[config.mk]
export PLATFORM = sky130hd
export DESIGN_NAME = isolated_pixel_check_flat
export DESIGN_NICKNAME = d
export VERILOG_FILES = /design/src/design/ipc_pkg.sv /design/src/design/ipc_if.sv /design/src/design/isolated_pixel_check.sv /design/src/design/ipc_cfg_regs.sv /design/src/design/ipc_row_engine.sv /design/src/flat_wrapper.sv
export SDC_FILE = /design/constraint.sdc
export NUM_CORES = 1
export LEC_CHECK = 0
export BUFFER_PORTS_ARGS = -buffer_cell sky130_fd_sc_hd__buf_2
export CAP_MARGIN = 25
export CORE_UTILIZATION = 55
export DETAILED_ROUTE_END_ITERATION = 16
export PLACE_DENSITY = 0.83
export SYNTH_ARGS = -nofsm -noshare
export SYNTH_HDL_FRONTEND = slang
export SYNTH_SLANG_ARGS = --single-unit
[constraint.sdc]
create_clock -name clk -period 13.83 [get_ports clk]
set_clock_uncertainty 0.15 [all_clocks]
set_input_delay 2.766 -clock clk [delete_from_list [all_inputs] [get_ports clk]]
set_output_delay 2.766 -clock clk [all_outputs]
set_load 0.05 [all_outputs]
[src/design/ipc_pkg.sv]
package ipc_pkg;

  localparam int MAX_WIDTH  = 64;
  localparam int MAX_HEIGHT = 64;
  localparam int DIM_W      = 7;
  localparam int COL_W      = (MAX_WIDTH > 1) ? $clog2(MAX_WIDTH) : 1;
  localparam int ROW_W      = (MAX_HEIGHT > 1) ? $clog2(MAX_HEIGHT) : 1;
  localparam int CFG_IDX_W  = 1;
  localparam int CFG_DATA_W = DIM_W;

  localparam logic [CFG_IDX_W-1:0] REG_IMAGE_WIDTH  = 1'b0;
  localparam logic [CFG_IDX_W-1:0] REG_IMAGE_HEIGHT = 1'b1;

  localparam logic [DIM_W-1:0] WIDTH_RESET  = DIM_W'(MAX_WIDTH);
  localparam logic [DIM_W-1:0] HEIGHT_RESET = DIM_W'(MAX_HEIGHT);

  typedef logic [MAX_WIDTH-1:0] line_t;

  typedef struct packed {
    logic [COL_W-1:0] col_last;
    logic [ROW_W-1:0] row_last;
  } ipc_dims_t;

  typedef struct packed {
    logic done;
    logic ok;
  } ipc_result_t;

endpackage

[src/design/ipc_if.sv]
interface ipc_pixel_if;
  logic valid;
  logic ready;
  logic pixel_set;

  modport source (output valid, output pixel_set, input ready);
  modport sink (input valid, input pixel_set, output ready);
endinterface

interface ipc_result_if;
  logic valid;
  logic ready;
  logic image_ok;

  modport source (output valid, output image_ok, input ready);
  modport sink (input valid, input image_ok, output ready);
endinterface

[src/design/isolated_pixel_check.sv]
// Streaming 4-neighbor isolated pixel check. Pixels of a binary image enter in raster order,
// one item per clock, image_width per row and image_height rows (a zero acts as one, values
// above 64 act as 64). Each item is taken into an input register and then settled against the
// 64-bit line registers above_r, cur_r and pend_r, so the block sustains one pixel per cycle;
// each image's result goes into a result register, and only a full result register
// that is not being taken holds the input back. After the last pixel of an image one item
// carries image_ok, which is 0 when some set pixel has no set neighbor above, below, left or
// right, and the block starts a fresh image. Width and height may be written between images
// or between pixels and take effect on the next pixel; no clearing pass is needed after reset.
module isolated_pixel_check (
  input  logic                           clk,
  input  logic                           rst_n,
  ipc_pixel_if.sink                      in_ch,
  ipc_result_if.source                   out_ch,
  input  logic                           cfg_we,
  input  logic [ipc_pkg::CFG_IDX_W-1:0]  cfg_index,
  input  logic [ipc_pkg::CFG_DATA_W-1:0] cfg_data
);
  import ipc_pkg::*;

  ipc_dims_t   dims;
  ipc_result_t res;

  logic in_valid_r, in_valid_nxt;
  logic pix_r;
  logic out_valid_r, out_valid_nxt;
  logic ok_r;
  logic advance;

  ipc_cfg_regs u_cfg (
    .clk       (clk),
    .rst_n     (rst_n),
    .cfg_we    (cfg_we),
    .cfg_index (cfg_index),
    .cfg_data  (cfg_data),
    .dims      (dims)
  );

  ipc_row_engine u_engine (
    .clk   (clk),
    .rst_n (rst_n),
    .step  (advance),
    .pixel (pix_r),
    .dims  (dims),
    .res   (res)
  );

  assign advance      = in_valid_r && (!out_valid_r || out_ch.ready);
  assign in_ch.ready  = !in_valid_r || advance;
  assign out_ch.valid = out_valid_r;
  assign out_ch.image_ok = ok_r;

  always_comb begin
    in_valid_nxt = in_valid_r;
    if (in_ch.ready) begin
      in_valid_nxt = in_ch.valid;
    end
    out_valid_nxt = out_valid_r;
    if (res.done) begin
      out_valid_nxt = 1'b1;
    end else if (out_ch.ready) begin
      out_valid_nxt = 1'b0;
    end
  end

  always_ff @(posedge clk) begin
    if (!rst_n) begin
      in_valid_r  <= 1'b0;
      out_valid_r <= 1'b0;
    end else begin
      in_valid_r  <= in_valid_nxt;
      out_valid_r <= out_valid_nxt;
    end
  end

  always_ff @(posedge clk) begin
    if (in_ch.ready && in_ch.valid) begin
      pix_r <= in_ch.pixel_set;
    end
    if (res.done) begin
      ok_r <= res.ok;
    end
  end

endmodule

[src/design/ipc_cfg_regs.sv]
module ipc_cfg_regs (
  input  logic                         clk,
  input  logic                         rst_n,
  input  logic                         cfg_we,
  input  logic [ipc_pkg::CFG_IDX_W-1:0]  cfg_index,
  input  logic [ipc_pkg::CFG_DATA_W-1:0] cfg_data,
  output ipc_pkg::ipc_dims_t           dims
);
  import ipc_pkg::*;

  logic [DIM_W-1:0] width_r;
  logic [DIM_W-1:0] height_r;

  always_ff @(posedge clk) begin
    if (!rst_n) begin
      width_r  <= WIDTH_RESET;
      height_r <= HEIGHT_RESET;
    end else if (cfg_we) begin
      case (cfg_index)
        REG_IMAGE_WIDTH:  width_r  <= cfg_data[DIM_W-1:0];
        REG_IMAGE_HEIGHT: height_r <= cfg_data[DIM_W-1:0];
        default: ;
      endcase
    end
  end

  // A zero acts as one and anything above the maximum acts as the maximum.
  always_comb begin
    logic [DIM_W-1:0] w_m1;
    logic [DIM_W-1:0] h_m1;
    w_m1 = width_r - 1'b1;
    h_m1 = height_r - 1'b1;
    if (width_r == '0) begin
      dims.col_last = '0;
    end else if (width_r > DIM_W'(MAX_WIDTH)) begin
      dims.col_last = COL_W'(MAX_WIDTH - 1);
    end else begin
      dims.col_last = w_m1[COL_W-1:0];
    end
    if (height_r == '0) begin
      dims.row_last = '0;
    end else if (height_r > DIM_W'(MAX_HEIGHT)) begin
      dims.row_last = ROW_W'(MAX_HEIGHT - 1);
    end else begin
      dims.row_last = h_m1[ROW_W-1:0];
    end
  end

endmodule

[src/design/ipc_row_engine.sv]
module ipc_row_engine (
  input  logic                 clk,
  input  logic                 rst_n,
  input  logic                 step,
  input  logic                 pixel,
  input  ipc_pkg::ipc_dims_t   dims,
  output ipc_pkg::ipc_result_t res
);
  import ipc_pkg::*;

  line_t            above_r, above_nxt;
  line_t            cur_r, cur_nxt;
  line_t            pend_r, pend_nxt;
  logic [COL_W-1:0] col_r, col_nxt;
  logic [ROW_W-1:0] row_r, row_nxt;
  logic             seen_r, seen_nxt;

  logic [COL_W-1:0] col_eff;
  logic             row_end;
  logic             last_row;
  line_t            mask;
  line_t            line;
  line_t            up;
  line_t            pend;
  logic             hit;
  logic             pend_any;

  always_comb begin
    col_eff  = (col_r >= dims.col_last) ? dims.col_last : col_r;
    row_end  = (col_eff == dims.col_last);
    last_row = (row_r >= dims.row_last);
    for (int c = 0; c < MAX_WIDTH; c++) begin
      mask[c] = (COL_W'(c) <= dims.col_last);
    end
    line          = cur_r;
    line[col_eff] = pixel;
    up            = (row_r != '0) ? above_r : '0;
    // A set pixel with no set neighbor to the left, right or above still waits on the row below.
    pend     = line & ~(line << 1) & ~((line & mask) >> 1) & ~up & mask;
    pend_any = |pend;
    hit      = (row_r != '0) && (|(pend_r & ~line & mask));
  end

  always_comb begin
    above_nxt = above_r;
    cur_nxt   = cur_r;
    pend_nxt  = pend_r;
    col_nxt   = col_r;
    row_nxt   = row_r;
    seen_nxt  = seen_r;
    res.done  = 1'b0;
    res.ok    = !(seen_r || hit || pend_any);
    if (step) begin
      if (!row_end) begin
        cur_nxt = line;
        col_nxt = col_eff + 1'b1;
      end else if (!last_row) begin
        above_nxt = line;
        cur_nxt   = '0;
        pend_nxt  = (pend_r & ~mask) | pend;
        col_nxt   = '0;
        row_nxt   = row_r + 1'b1;
        seen_nxt  = seen_r || hit;
      end else begin
        res.done  = 1'b1;
        above_nxt = '0;
        cur_nxt   = '0;
        pend_nxt  = '0;
        col_nxt   = '0;
        row_nxt   = '0;
        seen_nxt  = 1'b0;
      end
    end
  end

  always_ff @(posedge clk) begin
    if (!rst_n) begin
      above_r <= '0;
      cur_r   <= '0;
      pend_r  <= '0;
      col_r   <= '0;
      row_r   <= '0;
      seen_r  <= 1'b0;
    end else begin
      above_r <= above_nxt;
      cur_r   <= cur_nxt;
      pend_r  <= pend_nxt;
      col_r   <= col_nxt;
      row_r   <= row_nxt;
      seen_r  <= seen_nxt;
    end
  end

endmodule
[src/flat_wrapper.sv]
// flat-port wrapper written by rule: the top's interface ports become plain ports
module isolated_pixel_check_flat import ipc_pkg::*;
  (clk, rst_n, cfg_we, cfg_index, cfg_data, in_ch_valid, in_ch_pixel_set, in_ch_ready, out_ch_valid, out_ch_image_ok, out_ch_ready);
  ipc_pixel_if in_ch_i ();
  ipc_result_if out_ch_i ();
  input  logic clk;
  input  logic rst_n;
  input  logic cfg_we;
  input  logic [ipc_pkg::CFG_IDX_W-1:0] cfg_index;
  input  logic [ipc_pkg::CFG_DATA_W-1:0] cfg_data;
  input wire logic [$bits(in_ch_i.valid)-1:0] in_ch_valid;
  input wire logic [$bits(in_ch_i.pixel_set)-1:0] in_ch_pixel_set;
  output wire logic [$bits(in_ch_i.ready)-1:0] in_ch_ready;
  output wire logic [$bits(out_ch_i.valid)-1:0] out_ch_valid;
  output wire logic [$bits(out_ch_i.image_ok)-1:0] out_ch_image_ok;
  input wire logic [$bits(out_ch_i.ready)-1:0] out_ch_ready;
  assign in_ch_i.valid = in_ch_valid;
  assign in_ch_i.pixel_set = in_ch_pixel_set;
  assign in_ch_ready = in_ch_i.ready;
  assign out_ch_valid = out_ch_i.valid;
  assign out_ch_image_ok = out_ch_i.image_ok;
  assign out_ch_i.ready = out_ch_ready;
  isolated_pixel_check u_core (.clk(clk), .rst_n(rst_n), .in_ch(in_ch_i), .out_ch(out_ch_i), .cfg_we(cfg_we), .cfg_index(cfg_index), .cfg_data(cfg_data));
endmodule
=== After elaboration in Yosys (flattened, before gate mapping) ===
Index checks and enable logic that the tools add are counted.

* Flip-flop bits (word level): 223
* Latch bits: 0
* Bits in writable memories: 0
* Memory bits (read-only): 0
* Input bits: 14
* Output and inout bits: 3
* Word-level logic and storage cells: 142
* Memories kept: 0

* Add/sub/neg operators: 4
* Multipliers: 0
* Div/mod/pow operators: 0
* $lt $le $gt $ge: 70
* Equal/unequal tests: 1
* Shift operators: 0
* Mux-type cells: 20
* Bitwise gates (word level): 15
* Reduce and logical (&&, ||, !) cells: 20

{| class="wikitable"
|+ Operator list
! kind !! count
|-
| $and 64x64->64 || 8
|-
| $mux 64 || 4
|-
| $not 64->64 || 4
|-
| $le 6x6->1 const A || 32
|-
| $reduce_or 64->1 || 2
|-
| $le 5x6->1 const A || 16
|-
| $bwmux 64 || 1
|-
| $not 63->64 || 1
|-
| $or 64x64->64 || 1
|-
| $le 4x6->1 const A || 8
|-
| $mux 6 || 7
|-
| $le 3x6->1 const A || 4
|-
| $gt 7x7->1 const B || 2
|-
| $logic_not 7->1 || 2
|-
| $add 6x1->6 const B || 2
|-
| $ge 6x6->1 || 2
|-
| $le 1x6->1 const A || 2
|-
| $le 2x6->1 const A || 2
|-
| $sub 6x1->6 const B || 2
|-
| $lt 6x7->1 const B || 1
|-
| $mux 1 || 7
|-
| $demux 1 s6 || 1
|-
| $eq 6x6->1 || 1
|-
| $ge 6x1->1 const B || 1
|-
| other kinds (7) || 17
|}

=== Logic depth before layout (Yosys ltp) ===
Gate-level depths: netlist of the first run.

* Depth after elaboration: 18
* Depth in mapped cells: 27
* Gate-level depth less buffers: 18

=== By module ===
From an unflattened synthesis of the first run, not the netlist that was laid out.

* Cell total of the unflattened synthesis: 2126
* Area, all modules: 15806.4 µm²

{| class="wikitable"
|+ Modules (own cells, without submodules)
! module !! times used !! cells each !! area each (µm²) !! seq. area each (µm²)
|-
| ipc_row_engine || 1 || 1995 || 14729.1 || 4103.9
|-
| ipc_cfg_regs || 1 || 120 || 913.4 || 280.3
|-
| isolated_pixel_check || 1 || 11 || 163.9 || 100.1
|}

=== Least setup slack after synthesis of the first run ===
OpenSTA, ideal clock, no wires.

* Kind: input to output
* Start: in out_ch_ready
* End: out in_ch_ready
* Arrival time: 3.315 ns
* Required time: 10.914 ns
* Slack: 7.599 ns
* Stages: 2
* Path buffers: 0
* Path through: nor2b_1 > nand2_1

* Cells in the longest elaborated chain, start to end: 3

{| class="wikitable"
|+ RTL lines
! element !! line !! RTL
|-
| start: declaration || flat_wrapper.sv:16 || <nowiki>input wire logic [$bits(out_ch_i.ready)-1:0] out_ch_ready;</nowiki>
|-
| $logic_or 1x1->1 || isolated_pixel_check.sv:48 || <nowiki>assign advance = in_valid_r && (!out_valid_r || out_ch.ready);</nowiki>
|-
| $logic_and 1x1->1 || isolated_pixel_check.sv:48 ||
|-
| $logic_or 1x1->1 || isolated_pixel_check.sv:49 || <nowiki>assign in_ch.ready = !in_valid_r || advance;</nowiki>
|-
| end: declaration || flat_wrapper.sv:13 || <nowiki>output wire logic [$bits(in_ch_i.ready)-1:0] in_ch_ready;</nowiki>
|}

No other way between the ends.

==> flow_metrics.py, run 1 <==
metrics = {
    "logic_synthesis": {
        "synth_edf_count": 2,
        "netlist.area_leader.share_pct": 29.43,
        "synth-seq-cells": 223,
        "syn_area_um2": 15030,
        "synth_common_cells": "245 x nand2_1, 221 x dfxtp_1, 147 x nor2b_1",
        "synth_cells": 2001,
        "ys.flop_type": "dfxtp_1",
        "ys_seq_area_share_pct": 29.83,
        "syn_avg_cell_area_um2": 7.512,
        "synthTopCellsByArea": "dfxtp_1 29%, nand2_1 6.1%, nor2b_1 6.1%",
        "async_reset_ff_share_pct": 0,
        "syn-num-nets": 2034,
        "synth-warning-count": 0,
        "post-synth-top-count-cell": "nand2_1",
        "yosysUniqueCellTypes": 105,
        "synth_area_leader_cell": "dfxtp_1",
    },
    "cts": {
        "holdBufCountCts": 0,
        "clockRootBuffer": "clkbuf_16",
        "postCtsSetupRepairBufs": 0,
        "cts.path.max_buffers": 3,
        "cts.clk_slew.worst_paths_ns": 0.07,
        "htreeDepth": 1,
        "clock-sinks": 223,
        "cts_made_buffers": 26,
        "cts-resized-gates": 0,
        "tritoncts": "built",
        "clock_insertion_delay_worst_skew_ns": 0.57,
    },
    "routing": {
        "wl_per_cell_um": 29.92,
        "routed-via-count": 16754,
        "route.detailed.drc": 0,
        "viasPerCell": 7.284,
        "postRouteAntennaNets": 0,
        "drt_first_pass_iters": 7,
        "routed_wl_mm": 68.83,
        "drt_iter0_markers": 2884,
    },
    "hold_path": {
        "hp-class": "flop to flop",
        "min_from": "u_core.u_engine.above_r[17]",
    },
    "cells_and_area": {
        "multi_input_area_um2": 9842,
        "fin_util_pct": 60.03,
        "area_delta_synth_final_pct": 7.333,
        "regArea_um2": 4484,
        "fin_cells": 2300,
        "fill_cells": 2422,
        "drive_gt1_share_pct": 9.806,
        "nNetsFinal": 1971,
    },
    "floorplan": {
        "io-pin-count": 17,
        "coreArea_um2": 26880,
        "die_h_um": 167.3,
        "die_area_um2": 28000,
        "start_util_pct": 55.93,
        "die_w_um": 167.3,
        "fp-row-count": 60,
    },
    "place": {
        "dp_cells": 2248,
        "portBuffers": 16,
        "hpwl_mm": 48.21,
        "dp_slack_ns": 5.901,
        "place.gp.congestion": 1.073,
    },
    "power": {
        "intPower_mw": 1.070,
        "p_seq_share_pct": 41.4,
        "pwr-share-comb_pct": 16.0,
        "p_leak_nw": 5.515,
        "clockPowerShare_pct": 42.6,
        "p_per_area_nw_per_um2": 98.01,
        "vdd_drop_max_uv": 95.26,
        "switching_power_mw": 0.5118,
        "p_sw_share_pct": 32.37,
    },
    "setup_path": {
        "crit_end": "u_core.out_ch.image_ok",
        "r2r_end": "u_core.out_ch.image_ok",
        "crit_type": "flop to flop",
        "worstPathMaxFanout": 54,
        "cp-start-kind": "flop",
        "reg2reg_from": "u_core.u_cfg.width_r[0]",
        "reg2regPathDepth": 18,
        "worst_setup_path_end_kind": "flop",
        "r2r_slack_ns": 5.55,
        "crit_required_ns": 14.08,
        "critPathArrivalTime_ns": 8.53,
        "cp-startpoint": "u_core.u_cfg.width_r[0]",
    },
    "sta": {
        "finalSetupViolations": 0,
        "setup_slack_ns": 5.555,
        "hold_violations": 0,
        "period_minus_slack_ns": 8.275,
        "worst_slew_pin_slew_ns": 1.101,
        "max_freq_mhz": 120.8,
        "min_period_over_period_pct": 59.84,
        "tns_ns": 0,
        "relSlewSlack_pct": 25.85,
        "holdWs_ns": 0.3169,
        "slew_viol_final": 0,
        "rsz0062_at_grt": "false",
    },
    "global_routing": {
        "grt_first_pass_wirelength_mm": 100.6,
        "grt_pass1_vias": 15367,
        "grt_max_degree": 97,
        "grt_usage_pct": 48.01,
        "grt_overflow_total": 0,
        "antenna_found_initial": 3,
    },
    "flow_run": {
        "drv_cap": 0,
    },
    "run_status": {
        "outcome": "complete, no violations",
    },
}
==> layout by cell type, fill, tap and decap left out, types with 8 or more instances in the layout <==
cell type,netlist,final
a32oi_1,12,12
inv_1,26,26
buf_2,16,18
and3_1,18,18
a31oi_1,12,12
and2_1,36,36
o21a_1,12,12
a21oi_1,140,139
ha_1,19,19
o21ai_0,130,130
clkbuf_16,0,26
dfxtp_1,221,221
o211ai_1,17,17
mux2_2,14,14
a41oi_1,9,8
nand2_1,245,243
o22ai_1,11,11
xnor2_1,13,13
buf_4,5,46
a2111oi_0,15,15
nor3_1,111,111
a211oi_1,17,17
mux2i_1,40,40
nor3b_1,11,10
nand2b_1,16,15
or2_2,10,10
a21boi_0,73,73
a21o_1,13,12
clkinv_2,1,11
a22oi_1,46,46
nor2b_1,147,146
and4_1,12,12
nand3_1,108,108
nand4_1,36,36
nor4_1,17,17
o31ai_1,12,12
nor2_1,82,80
==> flip-flops by register name, summed over array words and instances, names as in the netlist, 6 cells and up <==
register,cells
u_core.u_engine.row_r,6
u_core.u_cfg.height_r,7
u_core.u_engine.pend_r,64
u_core.u_engine.col_r,6
u_core.u_cfg.width_r,7
u_core.u_engine.above_r,64
u_core.u_engine.cur_r,64
==> layout make-up <==
cell class | instances | share of cell area (%)
Tap cell | 341 | 2.644
Clock inverter | 16 | 0.7600
Clock buffer | 32 | 4.296
Inverter | 30 | 0.7212
Sequential cell | 223 | 27.79
Antenna cell | 1 | 0.01551
Timing Repair Buffer | 66 | 2.769
Multi-Input combinational cell | 1591 | 61.00
==> power groups by stage <==
stage | Sequential (mW) | Clock [mW] | Combinational (mW)
detailed placement | 0.668 | 0 | 0.236
global placement | 0.668 | 0 | 0.236
CTS | 0.654 | 0.668 | 0.237
finish | 0.654 | 0.674 | 0.253
global route | 0.655 | 0.694 | 0.258
floorplan | 0.662 | 0 | 0.152
==> kinds of logic (layout without fill, tap and decap cells) <==
| logic type | after synthesis | count (layout) | synth area share (%) |
|---|---|---|---|
| AND/OR/NAND/NOR | 897 | 897 | 31.57 |
| AO/OA/AOI/OAI | 600 | 600 | 26.82 |
| flip-flops | 223 | 223 | 29.83 |
| buffers and inverters | 187 | 144 | 5.152 |
| multiplexers | 56 | 56 | 3.879 |
| adder cells (fa/ha/maj) | 20 | 20 | 1.648 |
| XOR/XNOR | 18 | 18 | 1.099 |
| other | 0 | 1 | 0 |
==> worst max-delay path: stages (launching register included) <==
cell	delay, ns
dfxtp_1	0.58
inv_1	0.29
ha_1	0.54
nor3b_1	0.52
mux2i_1	0.24
and2_1	0.76
inv_4	0.34
ha_1	0.44
nand3_1	0.22
o21ai_4	0.18
buf_4	0.60
mux2i_1	0.88
a21oi_1	0.12
mux2i_1	0.65
a2111oi_1	0.19
a2111oi_0	0.35
nand4_1	0.27
or4_1	0.48
nor4b_2	0.28
==> per-layer routing <==
| metal | track usage, % | vias up | part of all wire (%) |
|---|---|---|---|
| li1 | - | 7196 | - |
| met1 | 61.72 | 7828 | 37 |
| met2 | 68.82 | 1371 | 41 |
| met3 | 14.54 | 357 | 14 |
| met4 | 32.59 | 2 | 8.1 |
| met5 | 0 | - | 0.019 |
==> stage by stage <==
step	total power [mW]	instance area [µm²]
final	1.581	16130
after global routing	1.606	16130
after CTS	1.559	16110
after detailed placement	0.9046	15300
after global placement	0.9035	15270
after floorplan	0.8144	15030
==> worst min path at each step <==
stage / endpoint / cells after the start
after floorplan: u_core.u_engine.cur_r[42] / 2
after global placement: u_core.u_engine.cur_r[24] / 2
after detailed placement: u_core.u_engine.cur_r[0] / 2
after CTS: u_core.u_engine.cur_r[24] / 2
after global routing: u_core.u_engine.above_r[41] / 2
final: u_core.u_engine.above_r[17] / 2
Power figures use the tool's default switching activity.
==> inputs of run 2 (changes only) <==
--- a/config.mk
+++ b/config.mk
@@ -5,6 +5,7 @@
 export SDC_FILE = /design/constraint.sdc
 export NUM_CORES = 1
 export LEC_CHECK = 0
+export ABC_AREA = 1
 export BUFFER_PORTS_ARGS = -buffer_cell sky130_fd_sc_hd__buf_2
 export CAP_MARGIN = 25
 export CORE_UTILIZATION = 55
==> constraint.sdc (replaced) <==
create_clock -name clk -period 7.9 [get_ports clk]
set_clock_uncertainty 0.15 [all_clocks]
set_input_delay 1.58 -clock clk [delete_from_list [all_inputs] [get_ports clk]]
set_output_delay 1.58 -clock clk [all_outputs]
set_load 0.05 [all_outputs]
==> flow_metrics.py, run 2 <==
metrics = {
    "logic_synthesis": {
        "synth_area_leader_cell": "dfxtp_1",
        "async_reset_ff_share_pct": 0,
        "synth-warning-count": 0,
        "ys.flop_type": "dfxtp_1",
        "netlist.area_leader.share_pct": 30.67,
        "synthTopCellsByArea": "dfxtp_1 31%, nand2_1 24%, nand3_1 7.7%",
        "synth_cells": 2450,
        "ys_seq_area_share_pct": 31.08,
        "synth_edf_count": 2,
        "syn_avg_cell_area_um2": 5.888,
        "synth_common_cells": "911 x nand2_1, 265 x inv_1, 251 x nor2_1",
        "yosysUniqueCellTypes": 46,
        "post-synth-top-count-cell": "nand2_1",
        "syn_area_um2": 14430,
        "syn-num-nets": 2483,
        "synth-seq-cells": 223,
    },
    "cells_and_area": {
        "largestRegisters": "u_core.u_engine.above_r x64, u_core.u_engine.cur_r x64, u_core.u_engine.pend_r x64",
        "area_delta_synth_final_pct": 6.627,
        "multi_input_area_um2": 8341,
        "drive_gt1_share_pct": 5.955,
        "antenna_cells": 0,
        "layout_common_cells": "910 x nand2_1, 264 x inv_1, 250 x nor2_1",
        "regArea_um2": 4484,
        "fin_cells": 2748,
        "fin_util_pct": 60.39,
        "fill_cells": 2396,
        "finish.instance_area_um2": 15380,
        "final_common_cell": "nand2_1",
        "nNetsFinal": 2430,
    },
    "setup_path": {
        "cp-start-kind": "flop",
        "worst_setup_path_end_kind": "flop",
        "critPathArrivalTime_ns": 6.01,
        "crit_required_ns": 8.08,
        "worstPathMaxFanout": 13,
        "r2r_slack_ns": 2.07,
        "crit_type": "flop to flop",
    },
    "cts": {
        "clock_insertion_delay_worst_skew_ns": 0.56,
        "clockRootBuffer": "clkbuf_16",
        "holdBufCountCts": 0,
        "tritoncts": "built",
        "postCtsSetupRepairBufs": 0,
        "cts.path.max_buffers": 3,
        "clock-sinks": 223,
        "cts_made_buffers": 27,
        "htreeDepth": 1,
        "cts-resized-gates": 0,
        "cts.clk_slew.worst_paths_ns": 0.07,
    },
    "power": {
        "p_leak_nw": 6.854,
        "power_mw": 2.737,
        "p_per_area_nw_per_um2": 177.9,
        "vdd_drop_max_uv": 166.3,
    },
    "global_routing": {
        "grt_pass1_vias": 14359,
        "grt_max_degree": 111,
        "antenna_found_initial": 1,
        "grt_first_pass_wirelength_mm": 74.54,
        "grt_overflow_total": 0,
        "grt_usage_pct": 35.18,
    },
    "routing": {
        "routed_wl_mm": 47.11,
        "route.detailed.drc": 0,
        "viasPerCell": 5.745,
        "drt_iter0_markers": 1929,
        "wl_per_cell_um": 17.14,
        "postRouteAntennaNets": 0,
        "routed-via-count": 15788,
        "drt_first_pass_iters": 7,
    },
    "hold_path": {
        "hp-class": "flop to flop",
    },
    "sta": {
        "slew_viol_final": 0,
        "holdWs_ns": 0.3121,
        "relSlewSlack_pct": 25.89,
        "tns_ns": 0,
        "max_freq_mhz": 171.6,
        "hold_violations": 0,
        "period_minus_slack_ns": 5.829,
        "min_period_over_period_pct": 73.78,
        "worst_slew_pin_slew_ns": 1.110,
        "rsz0062_at_grt": "false",
        "finalSetupViolations": 0,
        "setup_slack_ns": 2.071,
    },
    "place": {
        "place.gp.congestion": 0.9869,
        "dp_slack_ns": 2.314,
        "portBuffers": 16,
        "hpwl_mm": 31.01,
        "dp_cells": 2696,
        "placed_area_um2": 14460,
    },
    "floorplan": {
        "die_area_um2": 26880,
        "fp-row-count": 58,
        "die_h_um": 164.0,
        "start_util_pct": 56.64,
        "coreArea_um2": 25470,
        "io-pin-count": 17,
        "die_w_um": 164.0,
    },
    "flow_run": {
        "drv_cap": 0,
    },
    "run_status": {
        "outcome": "complete, no violations",
    },
}
==> run 2: final timing paths <==
path	from	end	depth (start not counted)
worst max-delay path	u_core.u_cfg.width_r[0]	u_core.out_ch.image_ok	27
worst min-delay path	u_core.u_engine.above_r[5]	u_core.u_engine.above_r[5]	2
worst max register to register	u_core.u_cfg.width_r[0]	u_core.out_ch.image_ok	27
worst min register to register	u_core.u_engine.above_r[5]	u_core.u_engine.above_r[5]	2
==> run 2: routing by layer <==
layer / share of wire (%) / wire (µm) / track usage, %
met1: 39 / 18560 / 45.18
met3: 12 / 5550 / 7.374
met2: 43 / 20380 / 55.08
met4: 5.6 / 2615 / 19.07
met5: 0.019 / 9 / 0
==> run 2: cells by family (layout without fill, tap and decap cells) <==
logic type      Yosys count  count (layout)  synth area share (%)
xor+xnor                  9               9                0.5464
fa+ha+maj                19              19                 1.648
compound gates          343             343                 12.91
flops                   223             223                 31.08
buf+inv                 390             358                 11.21
simple gates           1466            1466                 42.60
==> run 2: report_power, final <==
group          switching [mW]  leakage (nW)  internal, mW  total [mW]
Sequential            0.00581          1.80          1.13        1.14
Combinational           0.297          4.61        0.0696       0.367
Clock                   0.524         0.443         0.708        1.23
==> run 2: worst max-delay path, cell delays in order (launching register included) <==
cell and delay [ns]:
dfxtp_1 0.31, inv_1 0.19, ha_1 0.21, nand3_2 0.10
nand2_4 0.15, nand3_2 0.19, nand2_1 0.45, ha_1 0.34
nand2_1 0.09, inv_1 0.05, a21oi_2 0.16, nand2_1 0.29
inv_2 0.22, nand2_1 0.07, nand2_1 0.46, nand3_1 0.46
inv_1 0.30, nand3_1 0.13, nand2_1 0.20, nand3_1 0.09
nor2_1 0.54, nor2_1 0.11, nand2_1 0.09, nor2_1 0.04
nand2_1 0.06, nor2_1 0.04, nand2_1 0.05, nor2_1 0.04
==> run 2: layout make-up <==
cell class,instances,area share (%)
Clock buffer,40,5.230
Clock inverter,10,0.4636
Inverter,282,6.946
Multi-Input combinational cell,1837,54.22
Sequential cell,223,29.15
Tap cell,330,2.684
Timing Repair Buffer,26,1.301
